[config.mk]
export PLATFORM = sky130hd
export DESIGN_NAME = sorted_stream_key_merge
export DESIGN_NICKNAME = d
export VERILOG_FILES = /design/src/ssm_pkg.sv /design/src/ssm_store.sv /design/src/sorted_stream_key_merge.sv
export SDC_FILE = /design/constraint.sdc
export NUM_CORES = 2
export LEC_CHECK = 0
export ABC_AREA = 1
export BUFFER_PORTS_ARGS = -buffer_cell sky130_fd_sc_hd__buf_2
export CELL_PAD_IN_SITES_DETAIL_PLACEMENT = 2
export CELL_PAD_IN_SITES_GLOBAL_PLACEMENT = 2
export CORE_MARGIN = 2
export CORE_UTILIZATION = 46
export CTS_BUF_LIST = sky130_fd_sc_hd__clkbuf_4 sky130_fd_sc_hd__clkbuf_8
export CTS_CLUSTER_DIAMETER = 100
export DETAILED_ROUTE_END_ITERATION = 7
export GPL_ROUTABILITY_DRIVEN = 0
export PLACE_DENSITY_LB_ADDON = 0.1
export SLEW_MARGIN = 0
export SYNTH_ARGS = -nofsm -noshare
export SYNTH_HDL_FRONTEND = slang
export SYNTH_HIERARCHICAL = 1
export SYNTH_MEMORY_MAX_BITS = 65536
export SYNTH_SLANG_ARGS = --single-unit
[constraint.sdc]
create_clock -name i_clk -period 12.6 [get_ports i_clk]
set_input_delay 1.26 -clock i_clk [delete_from_list [all_inputs] [get_ports i_clk]]
set_output_delay 1.26 -clock i_clk [all_outputs]
set_load 0.02 [all_outputs]
[src/ssm_pkg.sv]
// Shared types, widths and codes for the sorted stream key merge.
`default_nettype none
package ssm_pkg;

    localparam int NUM_SERIES_DEF  = 4;
    localparam int QUEUE_DEPTH_DEF = 16;
    localparam int MAX_OUT         = 4;

    localparam int KEY_W = 32;
    localparam int VAL_W = 32;
    localparam int FID_W = 2;
    localparam int SER_W = 2;

    typedef enum logic {
        CMD_PUSH = 1'b0,
        CMD_NEXT = 1'b1
    } t_cmd;

    typedef enum logic [1:0] {
        ST_PUSH_OK   = 2'd0,
        ST_PUSH_FULL = 2'd1,
        ST_MERGED    = 2'd2,
        ST_NONE      = 2'd3
    } t_status;

    typedef enum logic [2:0] {
        S_IDLE,
        S_PUSH,
        S_SCAN,
        S_SCAN_END,
        S_DECIDE,
        S_NONE,
        S_RD,
        S_CMP
    } t_state;

endpackage
`default_nettype wire

[src/ssm_store.sv]
// Key and value/fidelity sample memories, one write and one registered read port.
`default_nettype none
module ssm_store
    import ssm_pkg::*;
#(
    parameter int DEPTH = NUM_SERIES_DEF * QUEUE_DEPTH_DEF
) (
    input  wire logic                     i_clk,
    input  wire logic                     i_we,
    input  wire logic [$clog2(DEPTH)-1:0] i_waddr,
    input  wire logic [KEY_W-1:0]         i_wkey,
    input  wire logic [VAL_W+FID_W-1:0]   i_wval,
    input  wire logic                     i_re,
    input  wire logic [$clog2(DEPTH)-1:0] i_raddr,
    output logic      [KEY_W-1:0]         o_rkey,
    output logic      [VAL_W+FID_W-1:0]   o_rval
);

    logic [KEY_W-1:0]       key_mem [DEPTH];
    logic [VAL_W+FID_W-1:0] val_mem [DEPTH];

    always_ff @(posedge i_clk) begin
        if (i_we) begin
            key_mem[i_waddr] <= i_wkey;
            val_mem[i_waddr] <= i_wval;
        end
    end

    always_ff @(posedge i_clk) begin
        if (i_re) begin
            o_rkey <= key_mem[i_raddr];
            o_rval <= val_mem[i_raddr];
        end
    end

endmodule
`default_nettype wire

[src/sorted_stream_key_merge.sv]
// Sequence: a push is accepted, then written and answered in S_PUSH once the output
// register is free; a next command scans the heads in S_SCAN, S_SCAN_END and S_DECIDE,
// then visits each non-empty series in the pop pass with S_RD and S_CMP (one read port).
// Flow control: one transaction in flight, taken only when the sequencer is idle,
// even while a result waits in the output reg.
// Reset: synchronous active low clears pointers, fill counts, sequencer and output valid.
`default_nettype none
module sorted_stream_key_merge
    import ssm_pkg::*;
#(
    parameter int NUM_SERIES  = NUM_SERIES_DEF,
    parameter int QUEUE_DEPTH = QUEUE_DEPTH_DEF
) (
    input  wire logic                    i_clk,
    input  wire logic                    i_rst_n,
    input  wire logic                    i_in_valid,
    output logic                         o_in_ready,
    input  wire logic                    i_command,
    input  wire logic [SER_W-1:0]        i_series,
    input  wire logic signed [KEY_W-1:0] i_sample_key,
    input  wire logic signed [VAL_W-1:0] i_sample_value,
    input  wire logic [FID_W-1:0]        i_sample_fidelity,
    output logic                         o_out_valid,
    input  wire logic                    i_out_ready,
    output logic [1:0]                   o_status,
    output logic signed [KEY_W-1:0]      o_merged_key,
    output logic [SER_W-1:0]             o_source_series,
    output logic signed [VAL_W-1:0]      o_merged_value,
    output logic [FID_W-1:0]             o_merged_fidelity,
    output logic                         o_last
);

    localparam int DEPTH = NUM_SERIES * QUEUE_DEPTH;
    localparam int AW    = $clog2(DEPTH);
    localparam int SW    = $clog2(NUM_SERIES);
    localparam int PW    = $clog2(QUEUE_DEPTH);
    localparam int FW    = $clog2(QUEUE_DEPTH + 1);
    localparam int CW    = $clog2(MAX_OUT + 1);
    localparam logic [AW-1:0] QD_A   = AW'(QUEUE_DEPTH);
    localparam logic [PW-1:0] PTR_LAST = PW'(QUEUE_DEPTH - 1);
    localparam logic [FW-1:0] FILL_FULL = FW'(QUEUE_DEPTH);
    localparam logic [SW-1:0] IDX_LAST = SW'(NUM_SERIES - 1);
    localparam logic [CW-1:0] CNT_MAX  = CW'(MAX_OUT);

    t_state r_state, n_state;

    logic [PW-1:0] r_rptr [NUM_SERIES];
    logic [PW-1:0] n_rptr [NUM_SERIES];
    logic [PW-1:0] r_wptr [NUM_SERIES];
    logic [PW-1:0] n_wptr [NUM_SERIES];
    logic [FW-1:0] r_fill [NUM_SERIES];
    logic [FW-1:0] n_fill [NUM_SERIES];

    logic [SW-1:0] r_idx, n_idx;
    logic          r_p1_vld, n_p1_vld;
    logic          r_p1_occ, n_p1_occ;
    logic          r_found, n_found;
    logic signed [KEY_W-1:0] r_best, n_best;
    logic [CW-1:0] r_cnt, n_cnt;
    logic [CW-1:0] r_emit, n_emit;

    // accepted transaction
    logic [SER_W-1:0] r_series, n_series;
    logic [KEY_W-1:0] r_key, n_key;
    logic [VAL_W-1:0] r_val, n_val;
    logic [FID_W-1:0] r_fid, n_fid;

    // output register
    logic                    r_out_valid, n_out_valid;
    t_status                 r_out_status, n_out_status;
    logic signed [KEY_W-1:0] r_out_key, n_out_key;
    logic [SER_W-1:0]        r_out_series, n_out_series;
    logic signed [VAL_W-1:0] r_out_val, n_out_val;
    logic [FID_W-1:0]        r_out_fid, n_out_fid;
    logic                    r_out_last, n_out_last;

    logic                   mem_we;
    logic [AW-1:0]          mem_waddr;
    logic                   mem_re;
    logic [AW-1:0]          mem_raddr;
    logic [KEY_W-1:0]       rd_key;
    logic [VAL_W+FID_W-1:0] rd_val;

    logic          out_free;
    logic          in_range;
    logic [SW-1:0] push_idx;
    logic          push_full;
    logic          pop_go;
    logic          pop_last;

    ssm_store #(
        .DEPTH(DEPTH)
    ) u_store (
        .i_clk  (i_clk),
        .i_we   (mem_we),
        .i_waddr(mem_waddr),
        .i_wkey (r_key),
        .i_wval ({r_fid, r_val}),
        .i_re   (mem_re),
        .i_raddr(mem_raddr),
        .o_rkey (rd_key),
        .o_rval (rd_val)
    );

    assign out_free  = !r_out_valid || i_out_ready;
    assign in_range  = 32'(r_series) < NUM_SERIES;
    assign push_idx  = SW'(r_series);
    assign push_full = !in_range || (r_fill[push_idx] == FILL_FULL);
    assign mem_waddr = AW'(push_idx) * QD_A + AW'(r_wptr[push_idx]);
    assign mem_raddr = AW'(r_idx) * QD_A + AW'(r_rptr[r_idx]);
    assign pop_last  = (r_emit + CW'(1)) == r_cnt;
    assign pop_go    = (r_state == S_CMP) && (rd_key == r_best) && out_free;

    always_comb begin
        n_state      = r_state;
        n_rptr       = r_rptr;
        n_wptr       = r_wptr;
        n_fill       = r_fill;
        n_idx        = r_idx;
        n_p1_vld     = r_p1_vld;
        n_p1_occ     = r_p1_occ;
        n_found      = r_found;
        n_best       = r_best;
        n_cnt        = r_cnt;
        n_emit       = r_emit;
        n_series     = r_series;
        n_key        = r_key;
        n_val        = r_val;
        n_fid        = r_fid;
        n_out_valid  = r_out_valid && !i_out_ready;
        n_out_status = r_out_status;
        n_out_key    = r_out_key;
        n_out_series = r_out_series;
        n_out_val    = r_out_val;
        n_out_fid    = r_out_fid;
        n_out_last   = r_out_last;
        mem_we       = 1'b0;
        mem_re       = 1'b0;
        o_in_ready   = 1'b0;

        // head compare for the scan pass, in the cycle after the read
        if (r_p1_vld && r_p1_occ) begin
            if (!r_found || ($signed(rd_key) < r_best)) begin
                n_best  = $signed(rd_key);
                n_cnt   = CW'(1);
                n_found = 1'b1;
            end else if ($signed(rd_key) == r_best && r_cnt != CNT_MAX) begin
                n_cnt = r_cnt + CW'(1);
            end
        end

        case (r_state)
            S_IDLE: begin
                o_in_ready = 1'b1;
                if (i_in_valid) begin
                    n_series = i_series;
                    n_key    = i_sample_key;
                    n_val    = i_sample_value;
                    n_fid    = i_sample_fidelity;
                    n_idx    = '0;
                    n_p1_vld = 1'b0;
                    n_found  = 1'b0;
                    n_cnt    = '0;
                    n_emit   = '0;
                    n_state  = (t_cmd'(i_command) == CMD_PUSH) ? S_PUSH : S_SCAN;
                end
            end
            S_PUSH: begin
                if (out_free) begin
                    n_out_valid  = 1'b1;
                    n_out_status = push_full ? ST_PUSH_FULL : ST_PUSH_OK;
                    n_out_key    = '0;
                    n_out_series = '0;
                    n_out_val    = '0;
                    n_out_fid    = '0;
                    n_out_last   = 1'b1;
                    if (!push_full) begin
                        mem_we = 1'b1;
                        n_wptr[push_idx] = (r_wptr[push_idx] == PTR_LAST) ? '0 :
                                           r_wptr[push_idx] + PW'(1);
                        n_fill[push_idx] = r_fill[push_idx] + FW'(1);
                    end
                    n_state = S_IDLE;
                end
            end
            S_SCAN: begin
                mem_re   = 1'b1;
                n_p1_vld = 1'b1;
                n_p1_occ = r_fill[r_idx] != '0;
                if (r_idx == IDX_LAST) begin
                    n_state = S_SCAN_END;
                end else begin
                    n_idx = r_idx + SW'(1);
                end
            end
            S_SCAN_END: begin
                n_p1_vld = 1'b0;
                n_state  = S_DECIDE;
            end
            S_DECIDE: begin
                n_idx   = '0;
                n_state = r_found ? S_RD : S_NONE;
            end
            S_NONE: begin
                if (out_free) begin
                    n_out_valid  = 1'b1;
                    n_out_status = ST_NONE;
                    n_out_key    = '0;
                    n_out_series = '0;
                    n_out_val    = '0;
                    n_out_fid    = '0;
                    n_out_last   = 1'b1;
                    n_state      = S_IDLE;
                end
            end
            S_RD: begin
                if (r_fill[r_idx] != '0) begin
                    mem_re  = 1'b1;
                    n_state = S_CMP;
                end else if (r_idx == IDX_LAST) begin
                    n_state = S_IDLE;
                end else begin
                    n_idx = r_idx + SW'(1);
                end
            end
            S_CMP: begin
                if (rd_key != r_best || pop_go) begin
                    if (pop_go) begin
                        n_out_valid  = 1'b1;
                        n_out_status = ST_MERGED;
                        n_out_key    = r_best;
                        n_out_series = SER_W'(r_idx);
                        n_out_val    = $signed(rd_val[VAL_W-1:0]);
                        n_out_fid    = rd_val[VAL_W+FID_W-1:VAL_W];
                        n_out_last   = pop_last;
                        n_rptr[r_idx] = (r_rptr[r_idx] == PTR_LAST) ? '0 :
                                        r_rptr[r_idx] + PW'(1);
                        n_fill[r_idx] = r_fill[r_idx] - FW'(1);
                        n_emit        = r_emit + CW'(1);
                    end
                    if ((pop_go && pop_last) || r_idx == IDX_LAST) begin
                        n_state = S_IDLE;
                    end else begin
                        n_idx   = r_idx + SW'(1);
                        n_state = S_RD;
                    end
                end
            end
            default: begin
                n_state = S_IDLE;
            end
        endcase
    end

    always_ff @(posedge i_clk) begin
        if (!i_rst_n) begin
            r_state     <= S_IDLE;
            r_out_valid <= 1'b0;
            r_p1_vld    <= 1'b0;
            r_found     <= 1'b0;
            r_cnt       <= '0;
            r_emit      <= '0;
            r_idx       <= '0;
            for (int s = 0; s < NUM_SERIES; s++) begin
                r_rptr[s] <= '0;
                r_wptr[s] <= '0;
                r_fill[s] <= '0;
            end
        end else begin
            r_state     <= n_state;
            r_out_valid <= n_out_valid;
            r_p1_vld    <= n_p1_vld;
            r_found     <= n_found;
            r_cnt       <= n_cnt;
            r_emit      <= n_emit;
            r_idx       <= n_idx;
            r_rptr      <= n_rptr;
            r_wptr      <= n_wptr;
            r_fill      <= n_fill;
        end
    end

    always_ff @(posedge i_clk) begin
        r_p1_occ     <= n_p1_occ;
        r_best       <= n_best;
        r_series     <= n_series;
        r_key        <= n_key;
        r_val        <= n_val;
        r_fid        <= n_fid;
        r_out_status <= n_out_status;
        r_out_key    <= n_out_key;
        r_out_series <= n_out_series;
        r_out_val    <= n_out_val;
        r_out_fid    <= n_out_fid;
        r_out_last   <= n_out_last;
    end

    assign o_out_valid       = r_out_valid;
    assign o_status          = r_out_status;
    assign o_merged_key      = r_out_key;
    assign o_source_series   = r_out_series;
    assign o_merged_value    = r_out_val;
    assign o_merged_fidelity = r_out_fid;
    assign o_last            = r_out_last;

`ifndef SYNTHESIS
    // pop pass never emits more entries than the scan counted
    a_emit_bound: assert property (@(posedge i_clk) disable iff (!i_rst_n)
        (r_state == S_CMP) |-> (r_emit < r_cnt))
        else $error("pop pass ran past counted matches");

    // a pop only comes from a non-empty queue
    a_pop_nonempty: assert property (@(posedge i_clk) disable iff (!i_rst_n)
        pop_go |-> (r_fill[r_idx] != '0))
        else $error("pop from empty queue");

    // final pop of a group returns the sequencer to idle
    a_last_idle: assert property (@(posedge i_clk) disable iff (!i_rst_n)
        (pop_go && pop_last) |=> (r_state == S_IDLE))
        else $error("sequencer did not finish after last pop");
`endif

endmodule
`default_nettype wire

Word-level counts from Yosys, hierarchy flattened
Memory sizes are Yosys's and may differ from the RTL's. A register that Yosys moved wholly into a read port is not among the register bits.
Index checks and enable logic that the tools add are counted.
{"block": "word_totals", "mem_count": 2, "ramBits": 4224, "elab_cells": 210, "inputBits": 73, "register_bits": 238, "output_inout_bits": 73}
{"block": "classes", "order_cmp": 5, "n_bitwise": 3, "n_mux": 98, "eq_ne": 27, "reduce_logical": 35, "n_addsub": 9}
{"memory": "u_store.val_mem", "words": 64, "width": 34, "rd": 1, "rd_ports_with_merged_regs": 1, "write_ports": 1, "line": "ssm_store.sv:20", "rtl": "logic [VAL_W+FID_W-1:0] val_mem [DEPTH];"}
{"memory": "u_store.key_mem", "words": 64, "width": 32, "rd": 1, "rd_ports_with_merged_regs": 1, "write_ports": 1, "line": "ssm_store.sv:19", "rtl": "logic [KEY_W-1:0] key_mem [DEPTH];"}
{"operator": "$mux W32", "n": 5}
{"operator": "$pmux W32 S2", "n": 2}
{"operator": "$mux W20", "n": 4}
{"operator": "$eq A32 B32 Y1", "n": 2}
{"operator": "$mux W3", "n": 15}
{"operator": "$bwmux W20", "n": 2}
{"operator": "$pmux W20 S2", "n": 1}
{"operator": "$bwmux W16", "n": 2}
{"operator": "$lt A32 B32 Y1", "n": 1}
{"operator": "$mux W2", "n": 16}
{"operator": "$mux W4", "n": 8}
{"operator": "$ne A32 B32 Y1", "n": 1}
{"operator": "$mux W5", "n": 6}
{"operator": "$pmux W3 S7", "n": 1}
{"operator": "$bmux W5 S2", "n": 2}
{"operator": "$demux W5 S2", "n": 2}
{"operator": "$reduce_and A5 Y1", "n": 4}
{"operator": "$mux W1", "n": 19}
{"operator": "$bmux W4 S2", "n": 2}
{"operator": "$demux W4 S2", "n": 2}
{"operator": "$ne A2 B2 Y1 const B", "n": 8}
{"operator": "$add A6 B4 Y6", "n": 2}
{"operator": "$eq A3 B3 Y1 const B", "n": 4}
{"operator": "$pmux W2 S5", "n": 1}
{"operator": "other kinds (33)", "n": 65}

Longest topological paths before layout
{"block": "logic_depth", "word_depth": 10, "ltp_mapped": 18, "ltp_nobuf": 18}

By module
The synthesis kept the hierarchy.
{"module": "ssm_store", "instances": 1, "cells_per_inst": 13825, "area_per_inst_um2": 171824.8, "seq_area_each_um2": 128823.6}
{"module": "sorted_stream_key_merge", "instances": 1, "cells_per_inst": 1051, "area_per_inst_um2": 10675.2, "seq_area_each_um2": 6486.2}

Least setup slack after synthesis
OpenSTA, ideal clock, no wires.
{"block": "synth_timing", "path_type": "input to register", "start": "input port i_out_ready", "end": "memory u_store.key_mem[56][0], enable pin", "required_time_ps": 11944, "stages": 7, "n_path_buf": 1, "slack_ps": 3282, "arrival_ps": 8662, "setup_time_ps": 656, "cell_sequence": "nor2_1 -> nor3_4 -> nand2_4 -> inv_1 -> clkbuf_1 -> nand4_1 -> nor4_1"}
{"block": "synth_between", "elab_chain_len": 5}
{"element": "start, declared", "line": "sorted_stream_key_merge.sv:24", "rtl": "input wire logic i_out_ready,"}
{"element": "$logic_or A1 B1 Y1", "line": "sorted_stream_key_merge.sv:105", "rtl": "assign out_free = !r_out_valid || i_out_ready;"}
{"element": "$mux W1", "line": "sorted_stream_key_merge.sv:169", "rtl": "if (out_free) begin"}
{"element": "$mux W1", "line": "sorted_stream_key_merge.sv:152", "rtl": "case (r_state)"}
{"element": "via mem_we", "line": "sorted_stream_key_merge.sv:77", "rtl": "logic mem_we;"}
{"element": "$mux W1", "line": "ssm_store.sv:23", "rtl": "if (i_we) begin"}
{"element": "$mux W1 (not written as such)", "line": "ssm_store.sv:24", "rtl": "key_mem[i_waddr] <= i_wkey;"}
{"element": "end, declared", "line": "ssm_store.sv:19"}
The timed path passes the listed nets, and every way through them passes these cells.

Final worst setup path
{"block": "layout_timing", "start": "register r_idx[0]", "end": "register u_store.o_rkey[5] (read register of u_store.key_mem), data pin"}
{"block": "layout_between", "word_cells_on_any_way": 11, "cone_classes": "1 x add/sub; 8 x mux; 1 x bitwise; 1 x reduce/logical"}
{"element": "start, declared", "line": "sorted_stream_key_merge.sv:54", "rtl": "logic [SW-1:0] r_idx, n_idx;"}
{"element": "start signal, assigned", "line": "sorted_stream_key_merge.sv:276", "rtl": "r_idx <= n_idx;"}
{"element": "$not A2 Y3 (not written as such)", "line": "sorted_stream_key_merge.sv:110", "rtl": "assign mem_raddr = AW'(r_idx) * QD_A + AW'(r_rptr[r_idx]);"}
{"element": "$bmux W4 S2", "line": "sorted_stream_key_merge.sv:110"}
{"element": "$mux W4 (not written as such) (2 in series)", "line": "sorted_stream_key_merge.sv:110"}
{"element": "$add A6 B4 Y6", "line": "sorted_stream_key_merge.sv:110"}
{"element": "via mem_raddr[0]", "line": "sorted_stream_key_merge.sv:80", "rtl": "logic [AW-1:0] mem_raddr;"}
{"element": "end, declared", "line": "ssm_store.sv:15", "rtl": "output logic [KEY_W-1:0] o_rkey,"}
The timed path passes the listed nets, and every way through them passes these cells. The select of a mux whose other input is x is not followed.
A chain may end at the register's enable or synchronous reset.

==> impl_results.md <==
- Util after Layout: 51.0%
- Power Internal: 29.0 mW
- Setup TNS: 0 ns
- Die X: 634 um
- Via count of the routed design: 132k
- Yosys warning count: 6
- Skew-Pair Late Insertion Delay: 1.31 ns
- Sequential cell area fraction in the yosys report: 74.1%
- Proportion of netlist area held by the largest area contributor: 73.4%
- Number of antenna violations at the first check in global routing: 32
- Category of the most critical setup path: reg2reg
- Layout cells sized above 1: 11.2%
- Fill cell count: 38.1k
- Sw frac: 43.3%
- Unrepaired setup endpoints after global routing: false
- Area growth syn-to-layout: 10.5%
- Worst-Margin Slew: 1.28 ns
- I/O Pins: 146
- Largest net degree at the start of global routing: 184
- Floorplan row count: 231
- Starting density of the core: 46.2%
- Remaining global-route overflow: 0
- Register clock-pin slew on the reported worst setup and hold paths: 0.06 ns
- Core Footprint: 0.395 sq mm
- Kind of start point of the critical path: flip-flop
- Largest cells by area after synthesis: sky130_fd_sc_hd__edfxtp_1 (73%), sky130_fd_sc_hd__nand3_1 (11%), sky130_fd_sc_hd__nand2_1 (9.7%), sky130_fd_sc_hd__buf_2 (1.3%), sky130_fd_sc_hd__buf_6 (1.1%)
- Net switching component of the power: 22.2 mW
- Total detailed-routing wirelength: 750000 um
- Die area: 0.402 sq mm
- Synth Instances: 14.9k
- Relative slew slack: 14.7%
- Storage cell area: 0.135 sq mm
- Number of violations reported at the end of detailed-routing iteration 0: 16.0k
- Logic gate share of total power: 39.1%
- Port bufs: 145
- Cell at the root of the clock tree: sky130_fd_sc_hd__clkbuf_8
- Max-slew violations: 0
- Average routed wire per standard cell: 35.7 um
- Path class of the lowest-slack min-delay path: in2reg
- Antenna Nets Post-Route: 0
- Maximum buffer depth of the clock tree: 4
- Num CTS Buffers: 754
- Number of unique standard cell types used by synthesis: 54
- Number of max-cap violations: 0
- R2r setup slk: 6.06 ns
- First-pass iteration count of the detailed router: 8
- Synthesized netlist net count: 15.0k
- Required time reported for the critical path endpoint: 13.74 ns
- Dominant synthesized flop cell: sky130_fd_sc_hd__edfxtp_1
- Number of nets at the end of the flow: 15.3k
- Clock network fraction of design power: 25.0%
- Worst clock skew on the final layout: 0.0571 ns
- Hold bufs inserted after CTS: 0
- Area taken by multi-input logic gates: 0.0413 sq mm
- Sequential fraction of design power: 35.8%
- DRC errors left: 0
- Post-synth EDFFs: 4462
- Crit end category: flip-flop
- Post_cts resized: 0
- Number of H-tree levels: 6
- Sinks on the clock net: 4528
- Largest vdd supply drop: 0.330 mV
- GR Util All Layers: 36.8%
- Pwr dens: 254 mW/mm^2
- Synthesized area divided by synthesized cell count: 12.3 sq um
- Final-report hold violation count: 0
- Post-detailed-route via-to-cell ratio: 6.30
- Period minus WS final: 6.54 ns
- Number of storage elements in the synthesis netlist: 4528
- Die Y-Extent: 634 um
- CTS tree: done
- Crit path max fanout: 134
- Count of final setup violators: 0
- Cell area after technology mapping: 0.183 sq mm
- Async SR Flop Fraction: 0%
- Library cell occupying the most area in the post-synthesis netlist: sky130_fd_sc_hd__edfxtp_1
- Max Freq: 0.153 GHz
- Run status: finished clean
- Data arrival at the endpoint of the critical path: 7.68 ns
- Number of global-route vias before repair: 143k
- Ratio of final minimum period to clock period: 51.9%
- Setup Buffers After CTS: 0
- Leakage power: 71.2 nW
- Global-route wire length before repair: 1060000 um
- DP HPWL: 409000 um
flip-flops by register name (all words and copies together), names as in the netlist, 2 cells and up:
signal / cells
u_store/val_mem: 2176
u_store/key_mem: 2048
u_store/o_rval: 34
o_merged_key: 32
o_merged_value: 32
r_best: 32
r_key: 32
r_val: 32
u_store/o_rkey: 32
r_fill: 20
r_rptr: 16
r_wptr: 16
r_cnt: 3
r_emit: 3
r_state: 3
o_merged_fidelity: 2
o_source_series: 2
o_status: 2
push_idx: 2
r_fid: 2
r_idx: 2
logic make-up (layout without fill, tap and decap cells):
group | count (synthesis) | count (layout) | synth area share (%)
AO/OA/AOI/OAI | 150 | 150 | 0.493
XOR/XNOR | 9 | 9 | 0.0473
adder cells (fa/ha/maj) | 44 | 44 | 0.302
buffers and inverters | 1118 | 1994 | 3.53
flip-flops | 4528 | 4528 | 74.1
other | 0 | 14 | 0
AND/OR/NAND/NOR | 9027 | 9027 | 21.5
layout by cell type (no fill, tap or decap), types with 6 or more instances in the layout:
cell / synthesis / final
sky130_fd_sc_hd__nand4_1: 13 / 13
sky130_fd_sc_hd__clkbuf_8: 0 / 783
sky130_fd_sc_hd__nand2_1: 4733 / 4732
sky130_fd_sc_hd__clkbuf_4: 0 / 261
sky130_fd_sc_hd__buf_2: 492 / 145
sky130_fd_sc_hd__inv_6: 0 / 12
sky130_fd_sc_hd__dfxtp_1: 66 / 64
sky130_fd_sc_hd__edfxtp_1: 4462 / 4462
sky130_fd_sc_hd__nand3_1: 4029 / 4029
sky130_fd_sc_hd__buf_4: 62 / 328
sky130_fd_sc_hd__a21oi_1: 67 / 67
sky130_fd_sc_hd__clkinvlp_4: 0 / 13
sky130_fd_sc_hd__ha_1: 44 / 44
sky130_fd_sc_hd__nor2_4: 11 / 68
sky130_fd_sc_hd__nor4_2: 0 / 6
sky130_fd_sc_hd__diode_2: 0 / 14
sky130_fd_sc_hd__clkinv_2: 0 / 53
sky130_fd_sc_hd__nor2_1: 206 / 149
sky130_fd_sc_hd__o22ai_1: 9 / 6
sky130_fd_sc_hd__buf_12: 1 / 24
sky130_fd_sc_hd__o21ai_0: 43 / 43
sky130_fd_sc_hd__inv_1: 164 / 160
sky130_fd_sc_hd__clkinv_1: 2 / 192
sky130_fd_sc_hd__inv_8: 0 / 10
sky130_fd_sc_hd__nand2_4: 7 / 8
final timing paths:
kind | startpoint | endpoint | cells past startpoint
setup / recovery | r_idx[0] | u_store/o_rkey[5] | 16
hold / removal | i_sample_value[24] | r_val[24] | 1
setup reg to reg | r_idx[0] | u_store/o_rkey[5] | 16
hold reg to reg | u_store/o_rkey[3] | r_best[3] | 0
metrics by stage:
stage	setup slack [ns]	power (mW)	cells	instance area, sq um	hold WS, ns
final	6.06	51.2	21000	202000	0.142
after global routing	5.96	53.2	21000	202000	0.109
after floorplan	3.28	30.6	14900	183000	0.425
after detailed placement	6.49	38.1	19700	188000	0.444
after global placement	6.71	36.9	19700	188000	0.444
after CTS	6.38	51.0	21000	202000	0.0403
synth_stat cells (all sizes together), types with 2 or more instances:
cell    number
nand2     4745
edfxtp    4462
nand3     4032
buf        800
nor2       222
inv        170
clkbuf     146
a21oi       68
dfxtp       66
o21ai       47
ha          44
nand4       14
o22ai       12
nor3         7
nor4         6
xor2         6
a22oi        5
o21a         5
a211oi       4
o221ai       3
xnor2        3
clkinv       2
power by group through the flow:
stage	sequential (mW)	clock (mW)	combinational [mW]
global placement	18.6	0	18.3
global route	18.4	13.5	21.3
detailed placement	18.7	0	19.4
floorplan	19.0	0	11.6
CTS	18.3	13.0	19.7
finish	18.4	12.8	20.1
worst max-delay path: stages, from the launching register on:
cell	delay, ns
sky130_fd_sc_hd__dfxtp_4	0.52
sky130_fd_sc_hd__inv_1	0.36
sky130_fd_sc_hd__o21ai_0	0.41
sky130_fd_sc_hd__o22ai_4	0.12
sky130_fd_sc_hd__buf_12	0.23
sky130_fd_sc_hd__inv_16	0.59
sky130_fd_sc_hd__buf_4	0.68
sky130_fd_sc_hd__buf_4	0.99
sky130_fd_sc_hd__buf_4	0.80
sky130_fd_sc_hd__nand2_1	0.14
sky130_fd_sc_hd__nand3_1	0.15
sky130_fd_sc_hd__nand3_1	0.15
sky130_fd_sc_hd__nand3_1	0.15
sky130_fd_sc_hd__nand3_1	0.11
sky130_fd_sc_hd__nand2_1	0.15
sky130_fd_sc_hd__nand2_1	0.08
sky130_fd_sc_hd__nand2_1	0.09
final cells by class:
type                       instances  share of cell area (%)
inverter                         172                   0.353
tap                             5242                    3.25
timing repair buffer             497                    1.82
sequential                      4528                    67.1
antenna                           14                  0.0174
clock inverter                   281                   0.707
clock buffer                    1044                    6.31
multi-input combinational       9230                    20.5
metal layers:
layer  share of wire (%)  wire [um]  global-route usage [%]  vias up
li1                    -          -                       -    53600
met1                  38     287000                    47.3    70000
met2                  48     359000                    60.5     6990
met3                 8.5      63900                    6.55     1789
met4                 5.3      39600                    18.0       20
met5               0.020        148                       0        -
No activity file was read; power rests on OpenSTA's default activity.
